--- config.mk ---
export PLATFORM = sky130hd
export DESIGN_NAME = swm_ctrl
export DESIGN_NICKNAME = d
export VERILOG_FILES = /design/src/design/swm_pkg.sv /design/src/design/swm_ctrl.sv
export SDC_FILE = /design/constraint.sdc
export NUM_CORES = 1
export LEC_CHECK = 0
export BUFFER_PORTS_ARGS = -buffer_cell sky130_fd_sc_hd__buf_2
export CAP_MARGIN = 20
export CELL_PAD_IN_SITES_DETAIL_PLACEMENT = 1
export CELL_PAD_IN_SITES_GLOBAL_PLACEMENT = 1
export CORE_AREA = 2 2 39 41
export DETAILED_ROUTE_END_ITERATION = 8
export DIE_AREA = 0 0 41 43
export GPL_TIMING_DRIVEN = 1
export PLACE_DENSITY_LB_ADDON = 0.1
export SLEW_MARGIN = 20
export SYNTH_ARGS = -nofsm -noshare
export SYNTH_HDL_FRONTEND = slang
export SYNTH_SLANG_ARGS = --single-unit
--- constraint.sdc ---
create_clock -name clk -period 1.15 [get_ports clk]
set_input_delay 0.23 -clock clk [delete_from_list [all_inputs] [get_ports clk]]
set_output_delay 0.23 -clock clk [all_outputs]
set_load 0.005 [all_outputs]
--- src/design/swm_pkg.sv ---
package swm_pkg;

    localparam int WINDOW_MAX_DEF = 64;
    localparam int DATA_W         = 32;
    localparam int LEN_W          = 7;
    localparam int ADDR_W         = 3;
    localparam int PDATA_W        = 32;

    localparam logic [LEN_W-1:0]  LEN_RESET         = 7'd3;
    localparam logic [ADDR_W-1:0] ADDR_WINDOW_LENGTH = 3'd0;

    typedef struct packed {
        logic insert;
        logic commit;
        logic clear;
    } swm_cmd_t;

    typedef struct packed {
        logic full;
    } swm_stat_t;

endpackage

--- src/design/swm_ctrl.sv ---
module swm_ctrl
(
    input  logic               clk,
    input  logic               rst_n,
    input  logic               s_tvalid,
    output logic               s_tready,
    output logic               m_tvalid,
    input  logic               m_tready,
    input  logic               cfg_wr,
    input  swm_pkg::swm_stat_t stat,
    output swm_pkg::swm_cmd_t  cmd
);
    import swm_pkg::*;

    typedef enum logic [1:0] {
        ST_IDLE  = 2'b01,
        ST_CHECK = 2'b10
    } state_t;

    state_t state_reg;
    state_t state_next;
    logic   m_tvalid_reg;
    logic   m_tvalid_next;
    logic   accept;
    logic   out_free;
    logic   commit;

    assign s_tready = (state_reg == ST_IDLE);
    assign accept   = s_tvalid && s_tready;
    assign out_free = !m_tvalid_reg || m_tready;
    assign commit   = (state_reg == ST_CHECK) && stat.full && out_free;
    assign m_tvalid = m_tvalid_reg;

    assign cmd.insert = accept;
    assign cmd.commit = commit;
    assign cmd.clear  = cfg_wr;

    always_comb
    begin
        state_next = state_reg;
        unique case (state_reg)
            ST_IDLE:
            begin
                if (accept)
                begin
                    state_next = ST_CHECK;
                end
            end
            ST_CHECK:
            begin
                if (!stat.full || out_free)
                begin
                    state_next = ST_IDLE;
                end
            end
            default:
            begin
                state_next = ST_IDLE;
            end
        endcase
    end

    always_comb
    begin
        m_tvalid_next = m_tvalid_reg;
        if (commit)
        begin
            m_tvalid_next = 1'b1;
        end
        else if (m_tready)
        begin
            m_tvalid_next = 1'b0;
        end
    end

    always_ff @(posedge clk or negedge rst_n)
    begin
        if (!rst_n)
        begin
            state_reg    <= ST_IDLE;
            m_tvalid_reg <= 1'b0;
        end
        else
        begin
            state_reg    <= state_next;
            m_tvalid_reg <= m_tvalid_next;
        end
    end

    // a word taken always moves on to the check step
    a_accept_check: assert property (@(posedge clk) disable iff (!rst_n)
        accept |=> (state_reg == ST_CHECK))
        else $error("accepted word did not reach check step");

    // a committed median is offered next cycle
    a_commit_out: assert property (@(posedge clk) disable iff (!rst_n)
        commit |=> m_tvalid_reg)
        else $error("committed median not offered");

    // a window still filling never blocks the input
    a_fill_free: assert property (@(posedge clk) disable iff (!rst_n)
        (state_reg == ST_CHECK) && !stat.full |=> (state_reg == ST_IDLE))
        else $error("filling window stalled input");

endmodule

==> impl_metrics.csv, run 1 <==
group,metric,value,unit
drt,via_per_inst,3.72,
worst_setup_path,arrival,1.04,ns
logic_synthesis,synth_area_leaders,"dfrtp_1 (31%), dfstp_2 (16%), buf_4 (14%), nand2b_4 (8.5%), o31a_1 (5.4%)",
worst_setup_path,path_max_fanout,4,
cts,clk_pin_slew,0.04,ns
global_routing,met3_usage,0.0524,
timing,fmax,0.785,GHz
run_status,outcome,"complete, but fails checks",
worst_setup_path,required,0.92,ns
logic_synthesis,synth.distinct_cells,12,
final_layout,fin_cells,43,
floorplanning,initial_core_util,0.118,
drt,routed_wl,412,um
worst_setup_path,rr_startpoint,"state_reg[0]$_DFFE_PN1P_",
global_routing,grt_max_degree,5,
power_and_ir_drop,leakagePower,0.127,nW
power_and_ir_drop,p_per_area,1490,nW/um2
floorplanning,core.rowCount,14,
logic_synthesis,synth.top_cell.area_share,0.308,
worst_hold_path,whs_endpoint,"state_reg[1]$_DFFE_PN0P_",
worst_hold_path,hold_path_depth,3,
logic_synthesis,ys_seq_area_frac,0.469,
floorplanning,core,1380,um2
floorplanning,fp.dieW,41,um
timing,worst_slew_pin_slew,0.204,ns
drt,ant_nets,0,
logic_synthesis,yosysTopAreaCell,"dfrtp_1",
worst_setup_path,start_kind,"flip-flop",
worst_setup_path,r2r_slack,0.18,ns
timing,setup_viol,3,
logic_synthesis,synth_nets,21,
placed_design,dp_cells,37,
final_layout,final_cell_mix,"buf_2 (8), clkbuf_4 (3), dfrtp_1 (2), buf_4 (2)",
power_and_ir_drop,design_power_total,0.000375,W
cts,cts_buffer_depth,2,
cts,root_buffer,"clkbuf_4",
drt,drtPass1Iterations,2,
worst_setup_path,crit_path_end_kind,"primary output",
global_routing,grt_pass1_vias,179,
cts,cts_sinks,3,
final_layout,area_growth,54.6,%
timing,finClkSkew,0.000295,ns
worst_setup_path,path_class,"flip-flop to primary output",
final_layout,largest_reg_flops,2,
timing,finalCritPeriodShare,1.11,
cts,clock_latency,0.23,ns
worst_setup_path,rr_endpoint,"state_reg[0]$_DFFE_PN1P_",
power_and_ir_drop,ir_drop,0.000410,V
global_routing,grt_pass1_wl,717,um
drt,wl_per_cell,9.58,um
logic_synthesis,synth_seq_cells,3,
worst_setup_path,reg2reg_depth,3,
cts,cts_max_level,1,
global_routing,grtUsageMet2,0.0844,
floorplanning,die_h,43,um
global_routing,grt_busiest_layer,"met2",
drt,dr_total_vias,160,
run_status,violations,"negative setup slack",
timing,setup_ws,-0.124,ns
logic_synthesis,ys_warn_count,0,
job,maxCapViolCount,0,
global_routing,antenna_found_initial,0,
worst_hold_path,hold_class,"primary input to flip-flop",
timing,rsz0062_at_grt,"yes",
global_routing,grt_usage,0.0662,
placed_design,gp_congestion,0.637,
worst_hold_path,hp-start,"m_tready",
timing,slew_headroom,0.863,
placed_design,port_buffers,8,
timing,period_needed,1.27,ns
floorplanning,die_area,1760,um2
logic_synthesis,synth_cells,15,
drt,drc_errors,0,
cts,cts_inserted_buffers,3,
worst_setup_path,setup.worst_path.start,"state_reg[0]$_DFFE_PN1P_",
timing,finalMaxSlewViolations,0,
floorplanning,ios,11,
global_routing,use_met1,0.0641,
final_layout,drive_gt1_frac,0.556,
final_layout,final_common_cell,"buf_2",
final_layout,num-nets-final,34,
logic_synthesis,synth_area_per_cell,10.8,um2
final_layout,antenna_cells,0,
timing,hold_viol_final,0,
global_routing,overflow,0,
drt,drt-initial-drc-count,1,
logic_synthesis,netlist_area,163,um2
cts,cts_tree,"yes",
-- worst max-delay path, stage by stage (launching register included) --
cell	delay, ns
dfstp_2	0.55
nand3b_1	0.10
inv_1	0.06
buf_2	0.10
-- where the power goes --
group	internal (W)	total (W)	switching (W)
registers	0.000119	0.000128	0.00000934
clock network	0.000130	0.000185	0.0000545
logic	0.0000368	0.0000617	0.0000250
-- repair_timing --
action / 4_1_cts / 5_1_grt
endpoints found under the hold margin: 3 / 0
hold buffers: 1 / 0
cloned: 0 / 0
setup buffers: 2 / 0
pin swaps: 1 / 0
resized for setup: 0 / 0
endpoints found under the setup margin: 3 / 4
-- synthesized netlist by cell type --
| library cell | instances |
|---|---|
| o31a_1 | 1 |
| nand3b_1 | 1 |
| o21ai_0 | 1 |
| inv_1 | 1 |
| o31ai_1 | 1 |
| nor2b_1 | 1 |
| nor3b_1 | 1 |
| nand2_1 | 1 |
| dfstp_2 | 1 |
| buf_4 | 3 |
| dfrtp_1 | 2 |
| nand2b_4 | 1 |
-- kinds of logic after synthesis --
logic type             synth area share
AO/OA/AOI/OAI                     0.131
flip-flops                        0.469
buffers and inverters             0.162
AND/OR/NAND/NOR                   0.238
-- layer usage --
layer | vias to the layer above | part of all wire
li1 | 73 | -
met4 | 0 | 0.034
met2 | 10 | 0.45
met3 | 2 | 0.11
met1 | 75 | 0.41
met5 | - | 0
-- stage by stage --
step / hold WS [ns] / setup slack (ns) / cell area (um2) / TNS (ns) / util
floorplan: -0.0656 / 0.120 / 163 / 0 / -
global placement: 0.0272 / 0.0874 / 208 / 0 / 0.150
detailed placement: 0.0286 / 0.0815 / 208 / 0 / 0.150
CTS: 0.300 / -0.148 / 259 / -0.394 / 0.187
global route: 0.335 / -0.201 / 251 / -0.552 / 0.182
finish: 0.315 / -0.124 / 251 / -0.328 / 0.182
-- worst max-delay path by stage --
stage | end | slack [ns] | cells after the start
4_1_cts | cmd[2] | -0.15 | 3
2_1_floorplan | cmd[2] | 0.12 | 3
6_report | cmd[2] | -0.12 | 3
3_3_place_gp | cmd[2] | 0.09 | 3
5_1_grt | cmd[2] | -0.20 | 3
3_5_place_dp | cmd[2] | 0.08 | 3
-- cell type report --
class	count	area [um2]
timing repair buffer	11	65.1
sequential	3	76.3
clock buffer	4	26.3
multi-input combinational	8	60.1
tap	16	20.0
inverter	1	3.75
fill	176	1130
Note: power is estimated with default switching activity, not from simulation.
==> run 2, diff against run 1 <==
--- a/config.mk
+++ b/config.mk
@@ -13,7 +13,7 @@
 export DETAILED_ROUTE_END_ITERATION = 8
 export DIE_AREA = 0 0 41 43
 export GPL_TIMING_DRIVEN = 1
-export PLACE_DENSITY_LB_ADDON = 0.1
+export PLACE_DENSITY = 0.45
 export SLEW_MARGIN = 20
 export SYNTH_ARGS = -nofsm -noshare
 export SYNTH_HDL_FRONTEND = slang
==> impl_metrics.csv, run 2 (synthesized netlist as in run 1, its figures left out) <==
group,metric,value,unit
timing,finalCritPeriodShare,1.12,
floorplanning,ios,11,
cts,cts_tree,"yes",
floorplanning,fp.dieW,41,um
floorplanning,core,1380,um2
final_layout,antenna_cells,0,
global_routing,overflow,0,
timing,finClkSkew,0.00183,ns
timing,finalMaxSlewViolations,0,
worst_setup_path,arrival,1.05,ns
final_layout,drive_gt1_frac,0.643,
worst_setup_path,rr_startpoint,"state_reg[0]$_DFFE_PN1P_",
floorplanning,die_area,1760,um2
floorplanning,initial_core_util,0.118,
drt,drt-initial-drc-count,1,
cts,clock_latency,0.23,ns
floorplanning,die_h,43,um
timing,rsz0062_at_grt,"yes",
final_layout,fin_cells,44,
global_routing,grt_usage,0.0645,
placed_design,placed_cell_area,200,um2
cts,cts_sinks,3,
final_layout,multi_input_area,70.1,um2
power_and_ir_drop,p_per_area,1450,nW/um2
placed_design,dp_cells,36,
timing,slew_headroom,0.870,
worst_setup_path,critPathTopFamily,"flip-flops",
placed_design,gp_congestion,0.502,
final_layout,final_cell_mix,"buf_2 (8), clkbuf_4 (3), buf_4 (3)",
worst_setup_path,cp_cell_sequence,"nand3b_1, inv_1, buf_2",
floorplanning,core.rowCount,14,
timing,period_needed,1.28,ns
worst_setup_path,required,0.92,ns
timing,worst_slew_pin_slew,0.193,ns
timing,hold_viol_final,0,
drt,ant_nets,0,
drt,dr_total_vias,156,
cts,root_buffer,"clkbuf_4",
worst_setup_path,crit_path_end_kind,"primary output",
cts,clk_pin_slew,0.04,ns
global_routing,antenna_found_initial,0,
worst_hold_path,whs_endpoint,"state_reg[1]$_DFFE_PN0P_",
worst_setup_path,cp_num_buf_inv,2,
worst_setup_path,path_class,"flip-flop to primary output",
drt,drtPass1Iterations,2,
final_layout,register_area,76.3,um2
run_status,outcome,"complete, but fails checks",
final_layout,num-nets-final,35,
worst_hold_path,hold_path_depth,3,
worst_setup_path,crit_slowest_cell,"dfstp_2",
global_routing,grt_pass1_vias,163,
worst_setup_path,start_kind,"flip-flop",
timing,setup_ws,-0.132,ns
final_layout,area_growth,65.4,%
cts,cts_buffer_depth,2,
final_layout,final_common_cell,"buf_2",
timing,setup_viol,3,
power_and_ir_drop,leakagePower,0.140,nW
drt,routed_wl,438,um
global_routing,grt_pass1_wl,648,um
final_layout,final_area,269,um2
cts,cts_inserted_buffers,3,
worst_hold_path,hold_class,"primary input to flip-flop",
drt,drc_errors,0,
power_and_ir_drop,design_power_total,0.000390,W
worst_setup_path,path_max_fanout,4,
worst_setup_path,rr_endpoint,"state_reg[0]$_DFFE_PN1P_",
timing,fmax,0.780,GHz
worst_hold_path,hp-start,"stat",
worst_setup_path,critical_path.max_stage_delay,0.56,ns
global_routing,grt_max_degree,5,
worst_setup_path,reg2reg_depth,3,
final_layout,fill_cells,169,
job,maxCapViolCount,0,
final_layout,largest_reg_flops,2,
drt,wl_per_cell,9.95,um
cts,cts_max_level,1,
power_and_ir_drop,ir_drop,0.000218,V
worst_setup_path,r2r_slack,0.18,ns
placed_design,port_buffers,8,
run_status,violations,"negative setup slack",
drt,via_per_inst,3.55,
[run 2: through the flow]
step / util / setup slack (ns) / hold WS (ns) / TNS (ns)
final: 0.194 / -0.132 / 0.299 / -0.356
after detailed placement: 0.145 / 0.0634 / 0.0303 / 0
after global placement: 0.145 / 0.0855 / 0.0254 / 0
after global routing: 0.194 / -0.166 / 0.315 / -0.495
after CTS: 0.193 / -0.127 / 0.302 / -0.361
after floorplan: - / 0.120 / -0.0656 / 0
[run 2: final cells by class]
| type | instances | share of cell area |
|---|---|---|
| timing repair buffer | 12 | 0.270 |
| inverter | 1 | 0.0140 |
| tap | 16 | 0.0744 |
| sequential | 3 | 0.284 |
| multi-input combinational | 8 | 0.260 |
| clock buffer | 4 | 0.0977 |
[run 2: repair_timing]
| action | 4_1_cts | 5_1_grt |
|---|---|---|
| buffers inserted | 3 | 0 |
| endpoints found under the setup margin | 3 | 3 |
| pin swaps | 1 | 0 |
| endpoints found under the hold margin | 3 | 0 |
| cloned | 0 | 0 |
| gates resized for setup | 1 | 1 |
| hold buffers | 1 | 0 |
[run 2: worst register-to-register path, cell delays in order (launching register included)]
cell and delay [ns]:
dfstp_2 0.56, nand3b_1 0.10, buf_4 0.15, o31a_1 0.09
[run 2: how the worst max path moves through the flow]
stage	start	end	slack (ns)	depth (start not counted)
CTS	state_reg[0]$_DFFE_PN1P_	cmd[2]	-0.13	3
detailed placement	state_reg[0]$_DFFE_PN1P_	cmd[2]	0.06	3
global route	state_reg[0]$_DFFE_PN1P_	cmd[2]	-0.17	3
global placement	state_reg[0]$_DFFE_PN1P_	cmd[2]	0.09	3
finish	state_reg[0]$_DFFE_PN1P_	cmd[2]	-0.13	3
floorplan	state_reg[0]$_DFFE_PN1P_	cmd[2]	0.12	3
[run 2: where the power goes]
part / switching (W) / leakage, nW / internal (W)
clock network: 0.0000557 / 0.0150 / 0.000130
logic: 0.0000280 / 0.0880 / 0.0000465
registers: 0.0000108 / 0.0370 / 0.000119
[run 2: routing by layer]
layer	global-route usage	up-vias	share of wire
met3	0.0366	4	0.15
li1	-	75	-
met1	0.0552	65	0.35
met2	0.0781	12	0.43
met4	0.100	0	0.057
met5	0	-	0
